### src/rtl/core/yhpd_pkg.sv
// Shared types and constants for the yaw heading PD controller.
`default_nettype none
package yhpd_pkg;

	localparam int unsigned WORD_W    = 32;
	localparam int unsigned DT_W      = 16;
	localparam int unsigned GAIN_W    = 32;
	localparam int unsigned GAIN_FRAC = 16;
	localparam int unsigned MUL_A_W   = WORD_W + 1;
	localparam int unsigned MUL_HI_W  = WORD_W + 2;
	localparam int unsigned SUM_W     = MUL_HI_W + WORD_W - GAIN_FRAC;
	localparam int unsigned CNT_W     = $clog2(GAIN_W);
	localparam int unsigned CFG_IDX_W = 3;

	typedef enum logic [CFG_IDX_W-1:0] {
		CFG_GAIN_P      = 3'd0,
		CFG_GAIN_D      = 3'd1,
		CFG_DRIVE_UPPER = 3'd2,
		CFG_DRIVE_LOWER = 3'd3,
		CFG_STEP_TIME   = 3'd4
	} cfg_idx_t;

	typedef struct packed {
		logic                     mode;
		logic signed [WORD_W-1:0] stick_yaw;
		logic signed [WORD_W-1:0] measured_yaw;
		logic signed [WORD_W-1:0] yaw_rate_in;
		logic signed [WORD_W-1:0] load_value;
	} in_item_t;

	typedef struct packed {
		logic signed [WORD_W-1:0] drive;
		logic signed [WORD_W-1:0] heading_target;
		logic signed [WORD_W-1:0] heading_error;
	} out_item_t;

	typedef struct packed {
		logic load;
		logic run;
	} mul_ctrl_t;

endpackage
`default_nettype wire

### src/rtl/core/yhpd_stream_if.sv
// Valid/ready stream channel carrying one payload beat.
`default_nettype none
interface yhpd_stream_if #(
	parameter type T = logic
);
	logic valid;
	logic ready;
	T     data;

	modport source (output valid, output data, input ready);
	modport sink (input valid, input data, output ready);
endinterface
`default_nettype wire

### src/rtl/core/yhpd_serial_mul.sv
// Bit-serial signed by unsigned shift-add multiplier, one multiplier bit per cycle while run is set.
`default_nettype none
module yhpd_serial_mul (
	input  logic                                     clk,
	input  yhpd_pkg::mul_ctrl_t                      ctrl,
	input  logic signed [yhpd_pkg::MUL_A_W-1:0]      a,
	input  logic        [yhpd_pkg::GAIN_W-1:0]       b,
	output logic signed [yhpd_pkg::MUL_HI_W-1:0]     hi,
	output logic        [yhpd_pkg::WORD_W-1:0]       lo
);
	import yhpd_pkg::*;

	logic signed [MUL_A_W-1:0]  a_q;
	logic        [GAIN_W-1:0]   b_q;
	logic signed [MUL_HI_W-1:0] hi_q;
	logic        [WORD_W-1:0]   lo_q;
	logic signed [MUL_HI_W-1:0] addend;
	logic signed [MUL_HI_W-1:0] sum;

	// partial product kept as {hi, lo}; hi is always the floor of the value so far
	assign addend = b_q[0] ? {{(MUL_HI_W-MUL_A_W){a_q[MUL_A_W-1]}}, a_q} : '0;
	assign sum    = hi_q + addend;

	always_ff @(posedge clk) begin
		if (ctrl.load) begin
			a_q  <= a;
			b_q  <= b;
			hi_q <= '0;
			lo_q <= '0;
		end else if (ctrl.run) begin
			hi_q <= {sum[MUL_HI_W-1], sum[MUL_HI_W-1:1]};
			lo_q <= {sum[0], lo_q[WORD_W-1:1]};
			b_q  <= {1'b0, b_q[GAIN_W-1:1]};
		end
	end

	assign hi = hi_q;
	assign lo = lo_q;
endmodule
`default_nettype wire

### src/rtl/core/yaw_heading_pd_controller.sv
// Yaw heading PD controller top level: config registers, sequencer, output register.
// Sequence: a setpoint load beat goes straight to ST_FINISH; a control step beat
// runs ST_STICK (16 serial steps for stick*dt), ST_SETPT, ST_WRAP, ST_ERR, ST_PROD
// (32 for the gains), ST_SUM, ST_CLAMP and ST_FINISH. No new beat is taken before the
// last result is registered. Input ready only while the sequencer is idle.
// Reset (arst_n low, asynchronous): setpoint, gains, limits and step time cleared.
`default_nettype none
module yaw_heading_pd_controller #(
	parameter int FRAC_BITS = 16
) (
	input  logic                              clk,
	input  logic                              arst_n,
	input  logic                              cfg_we,
	input  logic [yhpd_pkg::CFG_IDX_W-1:0]    cfg_index,
	input  logic [yhpd_pkg::WORD_W-1:0]       cfg_data,
	yhpd_stream_if.sink                       in_ch,
	yhpd_stream_if.source                     out_ch
);
	import yhpd_pkg::*;

	localparam int SP_W = WORD_W + 4;
	localparam logic signed [SP_W-1:0] DEADBAND  = SP_W'(5) << FRAC_BITS;
	localparam logic signed [SP_W-1:0] HALF_TURN = SP_W'(180) << FRAC_BITS;
	localparam logic signed [SP_W-1:0] FULL_TURN = SP_W'(360) << FRAC_BITS;
	localparam logic signed [SP_W-1:0] NEG_DEADBAND  = -DEADBAND;
	localparam logic signed [SP_W-1:0] NEG_HALF_TURN = -HALF_TURN;

	typedef enum logic [3:0] {
		ST_IDLE,
		ST_STICK,
		ST_SETPT,
		ST_WRAP,
		ST_ERR,
		ST_PROD,
		ST_SUM,
		ST_CLAMP,
		ST_FINISH
	} state_t;

	function automatic logic signed [WORD_W-1:0] sat_word(input logic signed [SP_W-1:0] v);
		logic [SP_W-WORD_W:0] hi_bits;
		hi_bits = v[SP_W-1:WORD_W-1];
		if ((&hi_bits) || (~|hi_bits))
			return v[WORD_W-1:0];
		else if (v[SP_W-1])
			return {1'b1, {(WORD_W-1){1'b0}}};
		else
			return {1'b0, {(WORD_W-1){1'b1}}};
	endfunction

	// configuration registers
	logic        [GAIN_W-1:0] gain_p_q;
	logic        [GAIN_W-1:0] gain_d_q;
	logic signed [WORD_W-1:0] upper_q;
	logic signed [WORD_W-1:0] lower_q;
	logic        [DT_W-1:0]   step_time_q;

	always_ff @(posedge clk or negedge arst_n) begin
		if (!arst_n) begin
			gain_p_q    <= '0;
			gain_d_q    <= '0;
			upper_q     <= '0;
			lower_q     <= '0;
			step_time_q <= '0;
		end else if (cfg_we) begin
			unique case (cfg_idx_t'(cfg_index))
				CFG_GAIN_P:      gain_p_q    <= cfg_data;
				CFG_GAIN_D:      gain_d_q    <= cfg_data;
				CFG_DRIVE_UPPER: upper_q     <= cfg_data;
				CFG_DRIVE_LOWER: lower_q     <= cfg_data;
				CFG_STEP_TIME:   step_time_q <= cfg_data[DT_W-1:0];
				default: ;
			endcase
		end
	end

	state_t                   state_q;
	logic [CNT_W-1:0]         cnt_q;
	logic                     move_q;
	logic signed [WORD_W-1:0] yaw_q;
	logic signed [WORD_W-1:0] target_q;
	logic signed [SP_W-1:0]   sp_q;
	logic signed [WORD_W-1:0] err_q;
	logic signed [SUM_W-1:0]  sum_q;
	logic signed [WORD_W-1:0] drive_q;
	out_item_t                out_q;
	logic                     out_valid_q;

	logic                       accept;
	logic signed [SP_W-1:0]     stick_ext;
	logic                       outside_db;
	logic signed [SP_W-1:0]     err_diff;
	logic signed [WORD_W-1:0]   err_c;
	logic signed [SP_W-1:0]     sp_sum;
	logic signed [SP_W-1:0]     sp_wrapped;
	logic signed [SUM_W-1:0]    p_term;
	logic signed [SUM_W-1:0]    d_term;
	logic signed [SUM_W-1:0]    sum_c;
	logic signed [SUM_W-1:0]    upper_ext;
	logic signed [SUM_W-1:0]    lower_ext;
	logic signed [WORD_W-1:0]   drive_c;

	mul_ctrl_t                  mul0_ctrl;
	mul_ctrl_t                  mul1_ctrl;
	logic signed [MUL_A_W-1:0]  mul0_a;
	logic signed [MUL_A_W-1:0]  mul1_a;
	logic        [GAIN_W-1:0]   mul0_b;
	logic signed [MUL_HI_W-1:0] mul0_hi;
	logic signed [MUL_HI_W-1:0] mul1_hi;
	logic        [WORD_W-1:0]   mul0_lo;
	logic        [WORD_W-1:0]   mul1_lo;

	assign accept       = in_ch.valid && in_ch.ready;
	assign in_ch.ready  = (state_q == ST_IDLE);
	assign out_ch.valid = out_valid_q;
	assign out_ch.data  = out_q;

	assign stick_ext  = {{(SP_W-WORD_W){in_ch.data.stick_yaw[WORD_W-1]}}, in_ch.data.stick_yaw};
	assign outside_db = (stick_ext > DEADBAND) || (stick_ext < NEG_DEADBAND);

	assign err_diff = {{(SP_W-WORD_W){target_q[WORD_W-1]}}, target_q}
		- {{(SP_W-WORD_W){yaw_q[WORD_W-1]}}, yaw_q};
	assign err_c    = sat_word(err_diff);

	assign sp_sum = {{(SP_W-WORD_W){target_q[WORD_W-1]}}, target_q}
		+ {{(SP_W-MUL_HI_W){mul0_hi[MUL_HI_W-1]}}, mul0_hi};

	always_comb begin
		priority if (sp_q > HALF_TURN)
			sp_wrapped = sp_q - FULL_TURN;
		else if (sp_q < NEG_HALF_TURN)
			sp_wrapped = sp_q + FULL_TURN;
		else
			sp_wrapped = sp_q;
	end

	// floor shift by the gain fraction is a bit-select of the full product
	assign p_term = {mul0_hi, mul0_lo[WORD_W-1:GAIN_FRAC]};
	assign d_term = {mul1_hi, mul1_lo[WORD_W-1:GAIN_FRAC]};
	assign sum_c  = p_term + d_term;

	assign upper_ext = {{(SUM_W-WORD_W){upper_q[WORD_W-1]}}, upper_q};
	assign lower_ext = {{(SUM_W-WORD_W){lower_q[WORD_W-1]}}, lower_q};

	always_comb begin
		priority if (sum_q > upper_ext)
			drive_c = upper_q;
		else if (sum_q < lower_ext)
			drive_c = lower_q;
		else
			drive_c = sum_q[WORD_W-1:0];
	end

	// mul0: stick*dt over DT_W steps, then gain_p*error; mul1: gain_d*(-rate)
	always_comb begin
		mul0_ctrl.load = (accept && !in_ch.data.mode) || (state_q == ST_ERR);
		mul0_ctrl.run  = (state_q == ST_STICK) || (state_q == ST_PROD);
		mul1_ctrl.load = accept && !in_ch.data.mode;
		mul1_ctrl.run  = (state_q == ST_PROD);
		if (state_q == ST_ERR) begin
			mul0_a = {err_c[WORD_W-1], err_c};
			mul0_b = gain_p_q;
		end else begin
			mul0_a = {in_ch.data.stick_yaw[WORD_W-1], in_ch.data.stick_yaw};
			mul0_b = {{(GAIN_W-DT_W){1'b0}}, step_time_q};
		end
		mul1_a = -{in_ch.data.yaw_rate_in[WORD_W-1], in_ch.data.yaw_rate_in};
	end

	yhpd_serial_mul u_mul_p (
		.clk  (clk),
		.ctrl (mul0_ctrl),
		.a    (mul0_a),
		.b    (mul0_b),
		.hi   (mul0_hi),
		.lo   (mul0_lo)
	);

	yhpd_serial_mul u_mul_d (
		.clk  (clk),
		.ctrl (mul1_ctrl),
		.a    (mul1_a),
		.b    (gain_d_q),
		.hi   (mul1_hi),
		.lo   (mul1_lo)
	);

	always_ff @(posedge clk or negedge arst_n) begin
		if (!arst_n) begin
			state_q     <= ST_IDLE;
			cnt_q       <= '0;
			move_q      <= 1'b0;
			yaw_q       <= '0;
			target_q    <= '0;
			sp_q        <= '0;
			err_q       <= '0;
			sum_q       <= '0;
			drive_q     <= '0;
			out_q       <= '0;
			out_valid_q <= 1'b0;
		end else begin
			if (out_ch.ready && (state_q != ST_FINISH))
				out_valid_q <= 1'b0;
			unique case (state_q)
				ST_IDLE: begin
					if (accept) begin
						yaw_q <= in_ch.data.measured_yaw;
						cnt_q <= '0;
						if (in_ch.data.mode) begin
							target_q <= in_ch.data.load_value;
							err_q    <= '0;
							drive_q  <= '0;
							state_q  <= ST_FINISH;
						end else begin
							move_q  <= outside_db;
							state_q <= ST_STICK;
						end
					end
				end
				ST_STICK: begin
					cnt_q <= cnt_q + CNT_W'(1);
					if (cnt_q == CNT_W'(DT_W - 1)) begin
						cnt_q   <= '0;
						state_q <= ST_SETPT;
					end
				end
				ST_SETPT: begin
					sp_q    <= sp_sum;
					state_q <= ST_WRAP;
				end
				ST_WRAP: begin
					if (move_q)
						target_q <= sat_word(sp_wrapped);
					state_q <= ST_ERR;
				end
				ST_ERR: begin
					err_q   <= err_c;
					state_q <= ST_PROD;
				end
				ST_PROD: begin
					cnt_q <= cnt_q + CNT_W'(1);
					if (cnt_q == CNT_W'(GAIN_W - 1)) begin
						cnt_q   <= '0;
						state_q <= ST_SUM;
					end
				end
				ST_SUM: begin
					sum_q   <= sum_c;
					state_q <= ST_CLAMP;
				end
				ST_CLAMP: begin
					drive_q <= drive_c;
					state_q <= ST_FINISH;
				end
				ST_FINISH: begin
					if (!out_valid_q || out_ch.ready) begin
						out_q.drive          <= drive_q;
						out_q.heading_target <= target_q;
						out_q.heading_error  <= err_q;
						out_valid_q          <= 1'b1;
						state_q              <= ST_IDLE;
					end
				end
				default: state_q <= ST_IDLE;
			endcase
		end
	end
endmodule
`default_nettype wire

### src/flat_wrapper.sv
// flat-port wrapper written by rule: the top's interface ports become plain ports
module yaw_heading_pd_controller_flat import yhpd_pkg::*;
#(
	parameter int FRAC_BITS = 16
)
  (clk, arst_n, cfg_we, cfg_index, cfg_data, in_ch_valid, in_ch_data, in_ch_ready, out_ch_valid, out_ch_data, out_ch_ready);
  yhpd_stream_if #(.T(in_item_t)) in_ch_i ();
  yhpd_stream_if #(.T(out_item_t)) out_ch_i ();
  input  logic clk;
  input  logic arst_n;
  input  logic cfg_we;
  input  logic [yhpd_pkg::CFG_IDX_W-1:0] cfg_index;
  input  logic [yhpd_pkg::WORD_W-1:0] cfg_data;
  input wire logic [$bits(in_ch_i.valid)-1:0] in_ch_valid;
  input wire logic [$bits(in_ch_i.data)-1:0] in_ch_data;
  output wire logic [$bits(in_ch_i.ready)-1:0] in_ch_ready;
  output wire logic [$bits(out_ch_i.valid)-1:0] out_ch_valid;
  output wire logic [$bits(out_ch_i.data)-1:0] out_ch_data;
  input wire logic [$bits(out_ch_i.ready)-1:0] out_ch_ready;
  assign in_ch_i.valid = in_ch_valid;
  assign in_ch_i.data = in_ch_data;
  assign in_ch_ready = in_ch_i.ready;
  assign out_ch_valid = out_ch_i.valid;
  assign out_ch_data = out_ch_i.data;
  assign out_ch_i.ready = out_ch_ready;
  yaw_heading_pd_controller #(.FRAC_BITS(FRAC_BITS)) u_core (.clk(clk), .arst_n(arst_n), .cfg_we(cfg_we), .cfg_index(cfg_index), .cfg_data(cfg_data), .in_ch(in_ch_i), .out_ch(out_ch_i));
endmodule
### config.mk
export PLATFORM = sky130hd
export DESIGN_NAME = yaw_heading_pd_controller_flat
export DESIGN_NICKNAME = d
export VERILOG_FILES = /design/src/rtl/core/yhpd_pkg.sv /design/src/rtl/core/yhpd_stream_if.sv /design/src/rtl/core/yhpd_serial_mul.sv /design/src/rtl/core/yaw_heading_pd_controller.sv /design/src/flat_wrapper.sv
export SDC_FILE = /design/constraint.sdc
export NUM_CORES = 2
export LEC_CHECK = 0
export BUFFER_PORTS_ARGS = -buffer_cell sky130_fd_sc_hd__clkbuf_2
export CAP_MARGIN = 20
export CORE_MARGIN = 3
export CORE_UTILIZATION = 34
export CTS_CLUSTER_DIAMETER = 60
export DETAILED_ROUTE_END_ITERATION = 8
export HOLD_SLACK_MARGIN = 0.03
export PLACE_DENSITY = 0.55
export SLEW_MARGIN = 20
export SYNTH_ARGS = -nofsm -noshare
export SYNTH_HDL_FRONTEND = slang
export SYNTH_SLANG_ARGS = --single-unit
export TNS_END_PERCENT = 50
### constraint.sdc
create_clock -name clk -period 3.41 [get_ports clk]
set_input_delay 0.1705 -clock clk [delete_from_list [all_inputs] [get_ports clk]]
set_output_delay 0.1705 -clock clk [all_outputs]
set_load 0.01 [all_outputs]
==> run summary <==
Status = finished, violations left
Failing checks = setup timing
Reg2reg start = u_core.upper_q[31]$_DFFE_PN0P_
Pwr dens = 1050 nW/µm²
Syn-to-layout area delta = 29.3%
FF+latch count, synth = 690
Vias per inst = 5.19
Inserted Clock Buffers = 90
Largest net degree at the start of global routing = 87
Reg clk slew, reported paths = 0.06 ns
Post-synth EDFFs = 129
Die width = 346 µm
Clock Skew = 0.0312 ns
Placer congestion estimate = 0.911
Ys flop type = dfrtp_1
MaxCap Viol Count = 0
Final instance area = 51000 µm²
Final net count = 5241
Fin util = 0.444
H-tree Lvls = 3
Yosys warns = 0
Reg2Reg Capture Point = u_core.drive_q[19]$_DFFE_PN0P_
Post-DP HPWL = 92500 µm
Max-slew violations = 0
Startpoint Class = flip-flop
Tmin final = 3.71 ns
Post-route setup slack = -0.298 ns
Buf/Inv on CP = 6
DIE HEIGHT = 346 µm
Critical Path Most Common Cell = nand4_1
R2r setup slk = -0.30 ns
All-Layer GR Usage = 0.203
Initial antenna violation count = 2
Initial DRC Count = 2146
Cell family with most CP delay = simple AND/OR/NAND/NOR gates
Worst-Margin Slew = 1.03 ns
Slowest cell on the critical path = or4_4
Hold Path Cell Cnt = 3
IO buf count = 266
Hold Path End = u_core.target_q[5]$_DFFE_PN0P_
CTS tree = done
Via count = 33100
CP Cell Sequence = inv_4 -> clkbuf_16 -> ha_1 -> nand4_1 -> nor4_2 -> buf_4 -> nand2_4 -> or4_4 -> or4_1 -> o211ai_1 -> nand4_1 -> nor3_4 -> buf_6 -> buf_12 -> buf_16 -> a221o_1
Post-Syn Instances = 4000
R2R cell count = 16
Iteration count of the initial detailed-routing pass = 5
Root buffer selected by CTS = clkbuf_16
RSZ-0062 raised after global routing = yes
Worst setup slack after placement = -0.251 ns
Cell Area, Placed = 45200 µm²
Yosys cell types = 87
CTS sink cnt = 690
Max Buffers Root-to-Sink = 3
Worst skew pair latency = 0.67 ns
Max Fclk = 270 MHz
Lkg Pwr = 23.8 nW
Worst vdd ir = 0.519 mV
# setup viols final = 32
Critical path class = flip-flop to flip-flop
# IOs = 267
Avg Synthesized Cell Area = 9.85 µm²
CP peak stage delay = 0.52 ns
DRT Wirelength = 125000 µm
Worst setup EP type = flip-flop
Initial Utilization = 0.344
Vias in the first global route = 32700
HP Class = input pin to flip-flop
# DRC = 0
Critical path peak fanout = 8
Global-route wire length before repair = 192000 µm
Setup_tns = -8.20 ns
Fraction of final layout cells sized beyond drive strength 1 = 0.254
Final ANT Viol Nets = 0
Die area = 120000 µm²
Synth async-reset ratio = 0.671
Final worst-path cycle share = 1.09
Req. time, crit path = 4.00 ns
Total core area = 115000 µm²
Synthesized Nets = 4460
Rows = 124
Worst EP arrival = 4.30 ns
Fin. Hold Viols = 0
Max-slew headroom = 0.312
Seq/Total Area, Yosys = 0.442
Synthesized area = 39400 µm²
Total grt overflow = 0
DR WL/cell = 19.6 µm
Hold_sp = in_ch_data[5]
Total power = 53.5 mW
==> routing by layer <==
layer  vias up  track usage  share of wire
met3       186       0.0283          0.048
met1     16100        0.277           0.46
met2       785        0.334           0.47
met5         -            0        0.00010
li1      16000            -              -
met4         2       0.0617          0.028
==> metrics by stage <==
step | instances | hold slack (ns)
finish | 6369 | 0.0876
detailed placement | 5994 | 0.241
global route | 6369 | 0.0373
global placement | 5994 | 0.247
CTS | 6354 | 0.0397
floorplan | 4000 | -0.125
==> what timing repair did <==
| action | CTS | global route |
|---|---|---|
| hold endpoints to repair | 348 | 0 |
| setup endpoints to repair | 90 | 138 |
| gates resized for setup | 34 | 97 |
| hold buffers | 179 | 0 |
| pin swaps | 13 | 33 |
| setup buffers | 9 | 12 |
| cloned | 5 | 3 |
==> cell usage in the layout, fill, tap and decap left out, drive strengths merged, types with 20 or more instances in the layout <==
master / instances
nor3: 44
o21ai: 286
a21o: 140
o21a: 31
dfrtp: 463
dfxtp: 98
clkinv: 27
nand3: 135
a31oi: 34
a211oi: 22
xnor2: 107
dlygate4sd3: 179
or3: 20
o21bai: 35
nor2: 215
clkbuf: 391
a221o: 47
nand2b: 26
inv: 176
edfxtp: 129
nor4: 22
nand4: 43
and2: 82
mux2: 248
o31ai: 24
nand2: 551
and3: 21
a21oi: 206
buf: 414
a221oi: 36
a22o: 35
ha: 286
xor2: 86
==> cells in the mapped netlist, types with 18 or more instances <==
cell type	count	area, µm²
a211oi_1	22	165
edfxtp_1	129	3870
nor2_1	215	807
mux2_2	248	2790
nand2b_1	26	163
nand2_1	551	2070
a31oi_1	33	206
xor2_1	86	753
dfrtp_1	463	11600
o21bai_1	35	263
and3_1	21	131
a21oi_1	204	1020
dfxtp_1	98	1960
o21a_1	31	233
xnor2_1	107	937
nand4_1	43	269
o31ai_1	21	158
inv_1	166	623
nor4_1	21	131
nand3_1	135	676
a22o_1	35	307
clkbuf_1	140	526
nor2b_1	18	113
nor3_1	43	215
ha_1	286	3580
o211ai_1	19	143
a221oi_2	30	450
a21o_1	140	1050
a221o_1	47	470
and2_1	81	507
o21ai_0	278	1390
or3_1	19	119
==> area by class of cell <==
type                            instances  area [µm²]
Inverter                              167         633
Clock buffer                          124        2600
Tap cell                             1512        1890
Sequential cell                       690       17400
Clock inverter                         43         353
Fill cell                           10800       63700
Antenna cell                            1        2.50
Multi-Input combinational cell       2972       21400
Timing Repair Buffer                  860        6690
==> report_power, final <==
| part | switching [mW] | internal, mW |
|---|---|---|
| sequential | 2.70 | 11.9 |
| clock | 3.86 | 5.53 |
| combinational | 16.2 | 13.3 |
==> worst reg2reg max path, stage by stage (launching register included) <==
cell	delay, ns
dfrtp_1	0.39
inv_4	0.08
clkbuf_16	0.16
ha_1	0.27
nand4_1	0.13
nor4_2	0.30
buf_4	0.18
nand2_4	0.05
or4_4	0.52
or4_1	0.42
o211ai_1	0.14
nand4_1	0.20
nor3_4	0.28
buf_6	0.16
buf_12	0.10
buf_16	0.12
a221o_1	0.15
==> flip-flops by register name (all words and copies together) (netlist names), 33 cells and up <==
| name | count |
|---|---|
| u_core.u_mul_d.a_q | 33 |
| u_core.out_ch.data | 96 |
| u_core.sp_q | 34 |
| u_core.u_mul_p.hi | 33 |
| u_core.sum_q | 50 |
| u_core.u_mul_d.hi | 33 |
==> logic make-up (layout without fill, tap and decap cells) <==
| kind of cell | after synthesis | count (layout) | synth area share |
|---|---|---|---|
| adder cells (fa/ha/maj) | 293 | 293 | 0.0939 |
| multiplexers | 254 | 254 | 0.0724 |
| flip-flops | 690 | 690 | 0.442 |
| AO/OA/AOI/OAI | 1006 | 1006 | 0.173 |
| buffers and inverters | 338 | 1194 | 0.0332 |
| XOR/XNOR | 193 | 193 | 0.0429 |
| AND/OR/NAND/NOR | 1226 | 1226 | 0.143 |
| other | 0 | 1 | 0 |
==> worst max path at each step <==
stage | slack, ns | start | end | cells after the start
after CTS | -0.21 | u_core.upper_q[31]$_DFFE_PN0P_ | u_core.drive_q[6]$_DFFE_PN0P_ | 15
final | -0.30 | u_core.upper_q[31]$_DFFE_PN0P_ | u_core.drive_q[19]$_DFFE_PN0P_ | 16
after global placement | -0.23 | u_core.upper_q[31]$_DFFE_PN0P_ | u_core.drive_q[24]$_DFFE_PN0P_ | 14
after global routing | -0.39 | u_core.upper_q[31]$_DFFE_PN0P_ | u_core.drive_q[7]$_DFFE_PN0P_ | 16
after floorplan | -0.06 | u_core.upper_q[31]$_DFFE_PN0P_ | u_core.drive_q[10]$_DFFE_PN0P_ | 12
after detailed placement | -0.25 | u_core.upper_q[31]$_DFFE_PN0P_ | u_core.drive_q[30]$_DFFE_PN0P_ | 14
(Power assumes the default switching activity.)
